===== config.mk =====
export PLATFORM = sky130hd
export DESIGN_NAME = ultrasonic_range_filter_core_flat
export DESIGN_NICKNAME = d
export VERILOG_FILES = /design/src/rtl/core/urf_pkg.sv /design/src/rtl/core/urf_in_if.sv /design/src/rtl/core/urf_out_if.sv /design/src/rtl/core/urf_cfg_if.sv /design/src/rtl/core/urf_ram.sv /design/src/rtl/core/ultrasonic_range_filter_core.sv /design/src/flat_wrapper.sv
export SDC_FILE = /design/constraint.sdc
export NUM_CORES = 2
export LEC_CHECK = 0
export BUFFER_PORTS_ARGS = -buffer_cell sky130_fd_sc_hd__buf_2
export CAP_MARGIN = 5
export CORE_MARGIN = 5
export CORE_UTILIZATION = 25
export CTS_BUF_LIST = sky130_fd_sc_hd__clkbuf_4 sky130_fd_sc_hd__clkbuf_8
export CTS_CLUSTER_SIZE = 8
export DETAILED_ROUTE_END_ITERATION = 12
export PLACE_DENSITY_LB_ADDON = 0.3
export SLEW_MARGIN = 0
export SYNTH_ARGS = -nofsm -noshare
export SYNTH_HDL_FRONTEND = slang
export SYNTH_SLANG_ARGS = --single-unit

===== constraint.sdc =====
create_clock -name i_clk -period 7.3 [get_ports i_clk]
set_clock_uncertainty 0.1 [all_clocks]
set_input_delay 0.365 -clock i_clk [delete_from_list [all_inputs] [get_ports i_clk]]
set_output_delay 0.365 -clock i_clk [all_outputs]
set_load 0.05 [all_outputs]

===== src/rtl/core/urf_pkg.sv =====
// Package of the ultrasonic range filter: widths, reset values, register codes, types.
`timescale 1ns / 1ps
`default_nettype none
package urf_pkg;

    // field widths
    localparam int DIST_W      = 10;
    localparam int TICK_MS_W   = 8;
    localparam int PERIOD_W    = 10;
    localparam int ELAPSED_W   = 11;

    // configuration port
    localparam int CFG_IDX_W   = 4;
    localparam int CFG_DATA_W  = 10;

    localparam logic [CFG_IDX_W-1:0] REG_TICK_MS   = 4'd0;
    localparam logic [CFG_IDX_W-1:0] REG_PERIOD_MS = 4'd1;
    localparam logic [CFG_IDX_W-1:0] REG_MIN_CM    = 4'd2;
    localparam logic [CFG_IDX_W-1:0] REG_MAX_CM    = 4'd3;

    localparam logic [TICK_MS_W-1:0] TICK_MS_RST = 8'd10;
    localparam logic [PERIOD_W-1:0]  PERIOD_RST  = 10'd50;
    localparam logic [DIST_W-1:0]    MIN_CM_RST  = 10'd2;
    localparam logic [DIST_W-1:0]    MAX_CM_RST  = 10'd400;

    // parameter defaults
    localparam int WINDOW_LEN_DEF  = 5;
    localparam int TICKS_WIDTH_DEF = 24;

    // cm = floor(ticks * 2941 / 1e6), the halving folded into the factor.
    // 1e6 = 64 * 15625: drop six bits, then multiply by ceil(2^39 / 15625),
    // exact for a dividend below 2^25.
    localparam int SOUND_HALF_W = 12;
    localparam logic [SOUND_HALF_W-1:0] SOUND_HALF = 12'd2941;
    // ticks at or above 2^LOW_W always give more than 1023 cm
    localparam int LOW_W     = 19;
    localparam int PROD_W    = 31;
    localparam int PRE_SHIFT = 6;
    localparam int X_W       = PROD_W - PRE_SHIFT;
    localparam int RECIP_W   = 26;
    localparam logic [RECIP_W-1:0] RECIP_15625 = 26'd35184373;
    localparam int MUL_W     = X_W + RECIP_W;
    localparam int SCALE_K   = 39;
    localparam int CM_W      = MUL_W - SCALE_K;

    // output queue
    localparam int OUT_Q_DEPTH = 8;
    localparam int OUT_Q_AW    = 3;
    localparam int OUT_Q_CW    = 4;

    typedef struct packed {
        logic              trigger_start;
        logic              reading_accepted;
        logic [DIST_W-1:0] filtered_distance_cm;
        logic              has_reading;
    } t_result;

endpackage
`default_nettype wire


===== src/rtl/core/urf_in_if.sv =====
// Input channel of the range filter: one scheduler tick with its echo.
`timescale 1ns / 1ps
`default_nettype none
interface urf_in_if #(
    parameter int TICKS_W = urf_pkg::TICKS_WIDTH_DEF
) ();
    logic               valid;
    logic               ready;
    logic               echo_ready;
    logic [TICKS_W-1:0] echo_ticks;

    modport source (output valid, output echo_ready, output echo_ticks, input ready);
    modport sink   (input valid, input echo_ready, input echo_ticks, output ready);
endinterface
`default_nettype wire


===== src/rtl/core/urf_out_if.sv =====
// Output channel of the range filter: one result per tick.
`timescale 1ns / 1ps
`default_nettype none
interface urf_out_if ();
    import urf_pkg::*;

    logic              valid;
    logic              ready;
    logic              trigger_start;
    logic              reading_accepted;
    logic [DIST_W-1:0] filtered_distance_cm;
    logic              has_reading;

    modport source (output valid, output trigger_start, output reading_accepted,
                    output filtered_distance_cm, output has_reading, input ready);
    modport sink   (input valid, input trigger_start, input reading_accepted,
                    input filtered_distance_cm, input has_reading, output ready);
endinterface
`default_nettype wire


===== src/rtl/core/urf_cfg_if.sv =====
// Configuration write channel of the range filter.
`timescale 1ns / 1ps
`default_nettype none
interface urf_cfg_if ();
    import urf_pkg::*;

    logic                  valid;
    logic                  ready;
    logic [CFG_IDX_W-1:0]  index;
    logic [CFG_DATA_W-1:0] data;

    modport source (output valid, output index, output data, input ready);
    modport sink   (input valid, input index, input data, output ready);
endinterface
`default_nettype wire


===== src/rtl/core/urf_ram.sv =====
// Generic single-write, single-read RAM with registered read data.
`timescale 1ns / 1ps
`default_nettype none
module urf_ram #(
    parameter int WIDTH = 10,
    parameter int DEPTH = 5,
    parameter int AW    = (DEPTH > 1) ? $clog2(DEPTH) : 1
) (
    input  wire logic             i_clk,
    input  wire logic             i_we,
    input  wire logic [AW-1:0]    i_waddr,
    input  wire logic [WIDTH-1:0] i_wdata,
    input  wire logic             i_re,
    input  wire logic [AW-1:0]    i_raddr,
    output logic      [WIDTH-1:0] o_rdata
);
    logic [WIDTH-1:0] r_mem [DEPTH];
    logic [WIDTH-1:0] r_rdata;

    // a read of the address written in the same cycle returns the old word
    always_ff @(posedge i_clk) begin
        if (i_we) begin
            r_mem[i_waddr] <= i_wdata;
        end
        if (i_re) begin
            r_rdata <= r_mem[i_raddr];
        end
    end

    assign o_rdata = r_rdata;
endmodule
`default_nettype wire


===== src/rtl/core/ultrasonic_range_filter_core.sv =====
// Top level of the ultrasonic range filter: trigger timer, echo conversion, moving average.
//
// Usage:
//   i_in carries one scheduler tick per transaction: echo_ready and echo_ticks.
//   o_out returns exactly one result per tick, in order: trigger_start,
//   reading_accepted, filtered_distance_cm and the sticky has_reading flag.
//   i_cfg writes registers 0..3 (tick_ms, sample_period_ms, min_distance_cm,
//   max_distance_cm); other indexes are ignored; i_cfg.ready is always high.
// Timing:
//   A result is valid on o_out once its tick has passed registers r1 to r4 and the queue.
//   One tick per cycle is sustained while i_in.ready is high: conversion runs
//   in two multiplier stages, the ring lives in a RAM read one cycle and written
//   back the next, and a running sum register feeds a reciprocal multiply for the mean.
//   Results wait in an 8-entry queue; i_in.ready drops while eight ticks are
//   outstanding, so a stalled receiver holds the input after that many.
// Reset:
//   Synchronous, active low. Registers take their reset values, the ring
//   reads as all zero at once through per-entry valid bits (no clearing
//   pass), and the pipeline and queue are emptied.
`timescale 1ns / 1ps
`default_nettype none
module ultrasonic_range_filter_core #(
    parameter int WINDOW_LEN  = urf_pkg::WINDOW_LEN_DEF,
    parameter int TICKS_WIDTH = urf_pkg::TICKS_WIDTH_DEF
) (
    input  wire logic  i_clk,
    input  wire logic  i_rst_n,
    urf_in_if.sink     i_in,
    urf_out_if.source  o_out,
    urf_cfg_if.sink    i_cfg
);
    import urf_pkg::*;

    localparam int SLOT_W   = (WINDOW_LEN > 1) ? $clog2(WINDOW_LEN) : 1;
    localparam int SUM_W    = DIST_W + $clog2(WINDOW_LEN);
    localparam int DIV_K    = SUM_W + $clog2(WINDOW_LEN);
    localparam int DIV_M_W  = SUM_W + 2;
    localparam int DIV_M_INT = ((1 << DIV_K) + WINDOW_LEN - 1) / WINDOW_LEN;
    localparam logic [DIV_M_W-1:0] DIV_M = DIV_M_W'(DIV_M_INT);
    localparam int MEAN_PW  = SUM_W + DIV_M_W;

    // configuration registers
    logic [TICK_MS_W-1:0] r_tick_ms;
    logic [PERIOD_W-1:0]  r_period_ms;
    logic [DIST_W-1:0]    r_min_cm;
    logic [DIST_W-1:0]    r_max_cm;

    assign i_cfg.ready = 1'b1;

    always_ff @(posedge i_clk) begin
        if (!i_rst_n) begin
            r_tick_ms   <= TICK_MS_RST;
            r_period_ms <= PERIOD_RST;
            r_min_cm    <= MIN_CM_RST;
            r_max_cm    <= MAX_CM_RST;
        end else if (i_cfg.valid && i_cfg.ready) begin
            case (i_cfg.index)
                REG_TICK_MS:   r_tick_ms   <= i_cfg.data[TICK_MS_W-1:0];
                REG_PERIOD_MS: r_period_ms <= i_cfg.data[PERIOD_W-1:0];
                REG_MIN_CM:    r_min_cm    <= i_cfg.data[DIST_W-1:0];
                REG_MAX_CM:    r_max_cm    <= i_cfg.data[DIST_W-1:0];
                default: begin
                end
            endcase
        end
    end

    // credit: ticks taken and not yet delivered, bounded by the queue depth
    logic [OUT_Q_CW-1:0] r_credit;
    logic                w_in_acc;
    logic                w_out_pop;

    assign i_in.ready = (r_credit < OUT_Q_CW'(OUT_Q_DEPTH));
    assign w_in_acc   = i_in.valid && i_in.ready;
    assign w_out_pop  = o_out.valid && o_out.ready;

    always_ff @(posedge i_clk) begin
        if (!i_rst_n) begin
            r_credit <= '0;
        end else begin
            r_credit <= r_credit + OUT_Q_CW'(w_in_acc) - OUT_Q_CW'(w_out_pop);
        end
    end

    // stage 0: sample timer and first conversion product
    logic [ELAPSED_W-1:0]   r_elapsed;
    logic [ELAPSED_W-1:0]   n_elapsed;
    logic                   w_trig;
    logic [TICKS_WIDTH-1:0] w_ticks;
    logic [LOW_W-1:0]       w_ticks_low;
    logic                   w_huge;

    assign n_elapsed   = r_elapsed + ELAPSED_W'(r_tick_ms);
    assign w_trig      = (n_elapsed >= ELAPSED_W'(r_period_ms));
    assign w_ticks     = i_in.echo_ticks;
    assign w_ticks_low = LOW_W'(w_ticks);
    assign w_huge      = ((w_ticks >> LOW_W) != '0);

    always_ff @(posedge i_clk) begin
        if (!i_rst_n) begin
            r_elapsed <= '0;
        end else if (w_in_acc) begin
            r_elapsed <= w_trig ? '0 : n_elapsed;
        end
    end

    logic              r1_vld;
    logic              r1_trig;
    logic              r1_echo;
    logic              r1_huge;
    logic [PROD_W-1:0] r1_prod;

    always_ff @(posedge i_clk) begin
        if (!i_rst_n) begin
            r1_vld <= 1'b0;
        end else begin
            r1_vld <= w_in_acc;
        end
        r1_trig <= w_trig;
        r1_echo <= i_in.echo_ready;
        r1_huge <= w_huge;
        r1_prod <= PROD_W'(w_ticks_low) * PROD_W'(SOUND_HALF);
    end

    // stage 1: divide by 1e6 through shift and reciprocal multiply
    logic [X_W-1:0]   w_x;
    logic [MUL_W-1:0] w_q_full;

    assign w_x      = r1_prod[PROD_W-1:PRE_SHIFT];
    assign w_q_full = MUL_W'(w_x) * MUL_W'(RECIP_15625);

    logic            r2_vld;
    logic            r2_trig;
    logic            r2_echo;
    logic            r2_huge;
    logic [CM_W-1:0] r2_cm;

    always_ff @(posedge i_clk) begin
        if (!i_rst_n) begin
            r2_vld <= 1'b0;
        end else begin
            r2_vld <= r1_vld;
        end
        r2_trig <= r1_trig;
        r2_echo <= r1_echo;
        r2_huge <= r1_huge;
        r2_cm   <= w_q_full[SCALE_K +: CM_W];
    end

    // stage 2: window check, read the slot about to be overwritten
    logic [SLOT_W-1:0]     r_slot;
    logic [WINDOW_LEN-1:0] r_entry_vld;
    logic                  w_ok;
    logic                  w_fwd;

    logic              r3_vld;
    logic              r3_trig;
    logic              r3_ok;
    logic              r3_fwd;
    logic              r3_old_vld;
    logic [SLOT_W-1:0] r3_slot;
    logic [DIST_W-1:0] r3_cm;

    assign w_ok = r2_vld && r2_echo && !r2_huge
               && (r2_cm >= CM_W'(r_min_cm)) && (r2_cm <= CM_W'(r_max_cm));
    // the write-back in stage 3 targets the same slot: take its word instead
    assign w_fwd = r3_vld && r3_ok && (r3_slot == r_slot);

    always_ff @(posedge i_clk) begin
        if (!i_rst_n) begin
            r_slot <= '0;
        end else if (w_ok) begin
            r_slot <= (r_slot == SLOT_W'(WINDOW_LEN - 1)) ? '0 : r_slot + SLOT_W'(1);
        end
    end

    always_ff @(posedge i_clk) begin
        if (!i_rst_n) begin
            r3_vld <= 1'b0;
        end else begin
            r3_vld <= r2_vld;
        end
        r3_trig    <= r2_trig;
        r3_ok      <= w_ok;
        r3_fwd     <= w_fwd;
        r3_old_vld <= r_entry_vld[r_slot];
        r3_slot    <= r_slot;
        r3_cm      <= r2_cm[DIST_W-1:0];
    end

    // stage 3: write back the reading and update the running sum
    logic [DIST_W-1:0] w_ram_rdata;
    logic [DIST_W-1:0] w_old;
    logic [DIST_W-1:0] r_last_cm;
    logic [SUM_W-1:0]  r_sum;
    logic              w_wr;

    assign w_wr  = r3_vld && r3_ok;
    assign w_old = r3_fwd ? r_last_cm : (r3_old_vld ? w_ram_rdata : '0);

    urf_ram #(
        .WIDTH (DIST_W),
        .DEPTH (WINDOW_LEN),
        .AW    (SLOT_W)
    ) u_ring (
        .i_clk   (i_clk),
        .i_we    (w_wr),
        .i_waddr (r3_slot),
        .i_wdata (r3_cm),
        .i_re    (w_ok),
        .i_raddr (r_slot),
        .o_rdata (w_ram_rdata)
    );

    always_ff @(posedge i_clk) begin
        if (!i_rst_n) begin
            r_entry_vld <= '0;
            r_sum       <= '0;
        end else if (w_wr) begin
            r_entry_vld[r3_slot] <= 1'b1;
            r_sum <= r_sum + SUM_W'(r3_cm) - SUM_W'(w_old);
        end
        if (w_wr) begin
            r_last_cm <= r3_cm;
        end
    end

    logic r4_vld;
    logic r4_trig;
    logic r4_ok;

    always_ff @(posedge i_clk) begin
        if (!i_rst_n) begin
            r4_vld <= 1'b0;
        end else begin
            r4_vld <= r3_vld;
        end
        r4_trig <= r3_trig;
        r4_ok   <= w_wr;
    end

    // stage 4: mean by reciprocal multiply, hold the average, queue the result
    logic [MEAN_PW-1:0] w_mean_prod;
    logic [DIST_W-1:0]  w_mean;
    logic [DIST_W-1:0]  r_avg;
    logic               r_rdy;
    logic [DIST_W-1:0]  n_avg;
    logic               n_rdy;
    t_result            w_res;

    assign w_mean_prod = MEAN_PW'(r_sum) * MEAN_PW'(DIV_M);
    assign w_mean      = w_mean_prod[DIV_K +: DIST_W];
    assign n_avg       = r4_ok ? w_mean : r_avg;
    assign n_rdy       = r_rdy | r4_ok;

    always_comb begin
        w_res.trigger_start        = r4_trig;
        w_res.reading_accepted     = r4_ok;
        w_res.filtered_distance_cm = n_avg;
        w_res.has_reading          = n_rdy;
    end

    always_ff @(posedge i_clk) begin
        if (!i_rst_n) begin
            r_avg <= '0;
            r_rdy <= 1'b0;
        end else if (r4_vld) begin
            r_avg <= n_avg;
            r_rdy <= n_rdy;
        end
    end

    // output queue; the credit check keeps it from overflowing
    t_result             r_q [OUT_Q_DEPTH];
    logic [OUT_Q_AW-1:0] r_q_wr;
    logic [OUT_Q_AW-1:0] r_q_rd;
    logic [OUT_Q_CW-1:0] r_q_cnt;
    t_result             w_q_head;

    always_ff @(posedge i_clk) begin
        if (!i_rst_n) begin
            r_q_wr  <= '0;
            r_q_rd  <= '0;
            r_q_cnt <= '0;
        end else begin
            if (r4_vld) begin
                r_q_wr <= r_q_wr + OUT_Q_AW'(1);
            end
            if (w_out_pop) begin
                r_q_rd <= r_q_rd + OUT_Q_AW'(1);
            end
            r_q_cnt <= r_q_cnt + OUT_Q_CW'(r4_vld) - OUT_Q_CW'(w_out_pop);
        end
        if (r4_vld) begin
            r_q[r_q_wr] <= w_res;
        end
    end

    assign w_q_head                   = r_q[r_q_rd];
    assign o_out.valid                = (r_q_cnt != '0);
    assign o_out.trigger_start        = w_q_head.trigger_start;
    assign o_out.reading_accepted     = w_q_head.reading_accepted;
    assign o_out.filtered_distance_cm = w_q_head.filtered_distance_cm;
    assign o_out.has_reading          = w_q_head.has_reading;

endmodule
`default_nettype wire


===== src/flat_wrapper.sv =====
// flat-port wrapper written by rule: the top's interface ports become plain ports
module ultrasonic_range_filter_core_flat import urf_pkg::*;
#(
    parameter int WINDOW_LEN  = urf_pkg::WINDOW_LEN_DEF,
    parameter int TICKS_WIDTH = urf_pkg::TICKS_WIDTH_DEF
)
  (i_clk, i_rst_n, i_in_valid, i_in_echo_ready, i_in_echo_ticks, i_in_ready, o_out_valid, o_out_trigger_start, o_out_reading_accepted, o_out_filtered_distance_cm, o_out_has_reading, o_out_ready, i_cfg_valid, i_cfg_index, i_cfg_data, i_cfg_ready);
  urf_in_if #(.TICKS_W((24))) i_in_i ();
  urf_out_if o_out_i ();
  urf_cfg_if i_cfg_i ();
  input  wire logic i_clk;
  input  wire logic i_rst_n;
  input wire logic [$bits(i_in_i.valid)-1:0] i_in_valid;
  input wire logic [$bits(i_in_i.echo_ready)-1:0] i_in_echo_ready;
  input wire logic [$bits(i_in_i.echo_ticks)-1:0] i_in_echo_ticks;
  output wire logic [$bits(i_in_i.ready)-1:0] i_in_ready;
  output wire logic [$bits(o_out_i.valid)-1:0] o_out_valid;
  output wire logic [$bits(o_out_i.trigger_start)-1:0] o_out_trigger_start;
  output wire logic [$bits(o_out_i.reading_accepted)-1:0] o_out_reading_accepted;
  output wire logic [$bits(o_out_i.filtered_distance_cm)-1:0] o_out_filtered_distance_cm;
  output wire logic [$bits(o_out_i.has_reading)-1:0] o_out_has_reading;
  input wire logic [$bits(o_out_i.ready)-1:0] o_out_ready;
  input wire logic [$bits(i_cfg_i.valid)-1:0] i_cfg_valid;
  input wire logic [$bits(i_cfg_i.index)-1:0] i_cfg_index;
  input wire logic [$bits(i_cfg_i.data)-1:0] i_cfg_data;
  output wire logic [$bits(i_cfg_i.ready)-1:0] i_cfg_ready;
  assign i_in_i.valid = i_in_valid;
  assign i_in_i.echo_ready = i_in_echo_ready;
  assign i_in_i.echo_ticks = i_in_echo_ticks;
  assign i_in_ready = i_in_i.ready;
  assign o_out_valid = o_out_i.valid;
  assign o_out_trigger_start = o_out_i.trigger_start;
  assign o_out_reading_accepted = o_out_i.reading_accepted;
  assign o_out_filtered_distance_cm = o_out_i.filtered_distance_cm;
  assign o_out_has_reading = o_out_i.has_reading;
  assign o_out_i.ready = o_out_ready;
  assign i_cfg_i.valid = i_cfg_valid;
  assign i_cfg_i.index = i_cfg_index;
  assign i_cfg_i.data = i_cfg_data;
  assign i_cfg_ready = i_cfg_i.ready;
  ultrasonic_range_filter_core #(.WINDOW_LEN(WINDOW_LEN), .TICKS_WIDTH(TICKS_WIDTH)) u_core (.i_clk(i_clk), .i_rst_n(i_rst_n), .i_in(i_in_i), .o_out(o_out_i), .i_cfg(i_cfg_i));
endmodule

==> key figures <==
Outcome
  • Status: finished, final reports clean

Floorplan
  • Core area: 0.124 sq mm
  • Io pins: 60
  • Die area: about 0.13 sq mm
  • Die Y: between 300 and 400 microns
  • Std cell rows: 129
  • DIE WIDTH: 363 microns
  • Initial core utilization: 25.2%

Synthesis
  • Seq/Total Area, Yosys: a little over a quarter
  • Cell count after synthesis: 2797
  • YS warnings: 0
  • Number of flops mapped to enable cells by yosys: 174
  • Post-Syn Area: between 0.03 and 0.04 sq mm
  • Unique masters post-synth: 75
  • Yosys top cell by area: fa_1
  • Synth area leaders: fa_1, ha_1, edfxtp_1
  • Syn Area/Cell: 11.2 sq um
  • #FFs+latches synth: 338
  • Post-synthesis net count: 3710
  • Ys flop type: edfxtp_1
  • Async SR Flop Fraction: 0%
  • Synth top area share: 25.4%

Setup path
  • Crit path kind: flop to flop
  • Kind of cell adding the most delay to the critical path: adder cells
  • Critical Path Start Type: flop
  • Crit. End Element: flop
  • CP peak stage delay: between 0.6 and 0.7 ns
  • Cell Chain, Critical Path: inv_1 > fa_1 > inv_1 > fa_1 > inv_1 > fa_1 > inv_1 > fa_1 > fa_1 > fa_1 > inv_1 > fa_1 > inv_1 > ha_1 > nand2_1 > o21ai_0 > a211oi_1 > nand2_1 > o211ai_2 > o21bai_2 > or4b_1 > nand3_1
  • Worst Path Max Fanout: 6
  • CP dominant cell by count: fa_1
  • Critical path arrival: 7.25 ns
  • Worst path buffer plus inverter count: 6
  • Crit-path slowest cell: fa_1
  • CP required: 7.78 ns

GRT
  • GR Util All Layers: 10.5%
  • Largest net degree at the start of global routing: between 90 and 100
  • Global route hottest layer: met2
  • First-pass GRT wire length: 111000 microns
  • GR Util met2: 17.6%
  • Met3 Usage GRT: 1.64%
  • Met1 GRT Util: 14.2%
  • Total gr overflow: 0
  • Vias in the first global route: 20180
  • Antenna violations before repair: 1

Route
  • DR pass1 iterations: 5
  • Number of vias per cell: between 4 and 5
  • Detailed Route Iter0 Violations: 750
  • Vias: 18759
  • Routed WL: ~68000 microns
  • WL per Instance: 14.9 microns
  • Detail Route Antenna Nets: 0
  • Drc violations: 0

Timing
  • Final hold vios: 0
  • Endpoints failing setup: 0
  • Final Max Tran Viols: 0
  • Minimum clock period: between 6 and 7 ns
  • Max-slew headroom: 27.9%
  • RSZ-0062 raised after global routing: no
  • Worst-margin pin slew: 1.08 ns
  • Final period util: 92.8%
  • Max Freq: 0.148 GHz
  • Final setup TNS: 0 ns

Clock tree
  • TritonCTS Buffers: between 50 and 60
  • H-tree levels: 2
  • Max Root-Sink Buffers: 3
  • CTS tree: done
  • Clk pin slew, worst setup/hold paths: 0.07 ns
  • Worst skew pair latency: ~0.7 ns
  • CTS Root Buffer Type: clkbuf_8
  • CTS Sinks: 338
  • Buffer count from post-CTS setup fixing: 0

Finish
  • Most frequent cells in the layout: inv_1, ha_1, fa_1
  • Most common cell after layout, fill and taps aside: inv_1
  • Final nets: 3812
  • Seq. cell area: roughly 0.0085 sq mm
  • Share of layout cells above drive strength 1: 9.43%
  • Area grow syn2layout: 12.1%
  • Non-filler cells, final: ~4600
  • Multi-input logic area: between 0.015 and 0.02 sq mm
  • # fillers: 13018

Placed design
  • Placer Congestion: between 0.8 and 0.9
  • Port Buf Inserts: 58
  • Inst Count DP: 4461
  • DP HPWL: 56400 microns

Flow run
  • Max-cap violations: 0

Hold path
  • HP Class: primary input to flop
==> cells in the mapped netlist (all sizes together), types with 28 or more instances <==
cell type / instances
a21o: 29
fa: 396
and2: 29
nor2: 52
clkbuf: 34
mux4: 37
ha: 473
a21oi: 81
nor2b: 33
mux2: 32
inv: 716
a21boi: 28
dfxtp: 164
xnor2: 58
edfxtp: 174
o21ai: 41
nand2: 122
nand3: 28
==> worst min-delay path: stages <==
cell     delay (ns)
buf_2          0.20
ha_1           0.23
xnor2_1        0.10
==> metal layers <==
metal | share of wire [%] | wire length, microns
met1 | 48 | 32500
met2 | 47 | 32100
met3 | 3.1 | 2140
met4 | 2.1 | 1430
met5 | 0 | 0
==> path summary, 6_finish.rpt <==
check / start / to / slack [ns] / cells after the start
worst max-delay path: u_core.r1_prod[13] / u_core.r2_cm[5] / 0.53 / 22
worst max register to register: u_core.r1_prod[13] / u_core.r2_cm[5] / 0.53 / 22
worst min register to register: u_core.r2_trig / u_core.r3_trig / 0.22 / 0
worst min-delay path: i_in_echo_ticks[18] / u_core.r1_prod[30] / 0.17 / 3
==> through the flow <==
stage,hold WS (ns),util [%],area (sq um),worst slack (ns)
CTS,0.0863,28.2,35000,0.279
global route,0.138,28.2,35000,0.108
global placement,0.215,27.1,33600,0.391
finish,0.168,28.2,35000,0.527
floorplan,0.210,-,31200,1.04
detailed placement,0.212,27.1,33600,0.360
==> state kept, by name, summed over array words and instances, names as in the netlist, 11 cells and up, named ones only <==
| signal | count |
|---|---|
| u_core.r_q | 104 |
| u_core.u_ring.r_mem | 50 |
| u_core.r1_prod | 25 |
| u_core.r_sum | 13 |
| u_core.r2_cm | 12 |
| u_core.r_elapsed | 11 |
==> layout make-up <==
| class | count | area share, % |
|---|---|---|
| diodes | 1 | 0.00715 |
| clock buffers | 87 | 3.01 |
| clock inverters | 22 | 0.625 |
| inverters | 717 | 7.69 |
| multi-input cells | 1700 | 57.0 |
| flip-flops and latches | 338 | 24.3 |
| well taps | 1637 | 5.85 |
| repair buffers | 84 | 1.49 |
==> cell families after synthesis <==
family / share of synthesized area, %
AO/OA/AOI/OAI: 6.79
XOR/XNOR: 2.36
AND/OR/NAND/NOR: 5.60
buffers and inverters: 9.14
other: 0.0120
adder cells (fa/ha/maj): 44.3
flip-flops: 27.2
multiplexers: 4.53
==> what timing repair did <==
item,4_1_cts,5_1_grt
hold buffers,15,0
endpoints found under the setup margin,0,3
resized for setup,0,1
endpoints found under the hold margin,44,0
Power is left out: the tool's default activity adds up to more than one toggle a clock period on the data nets, which glitch-free logic cannot reach.
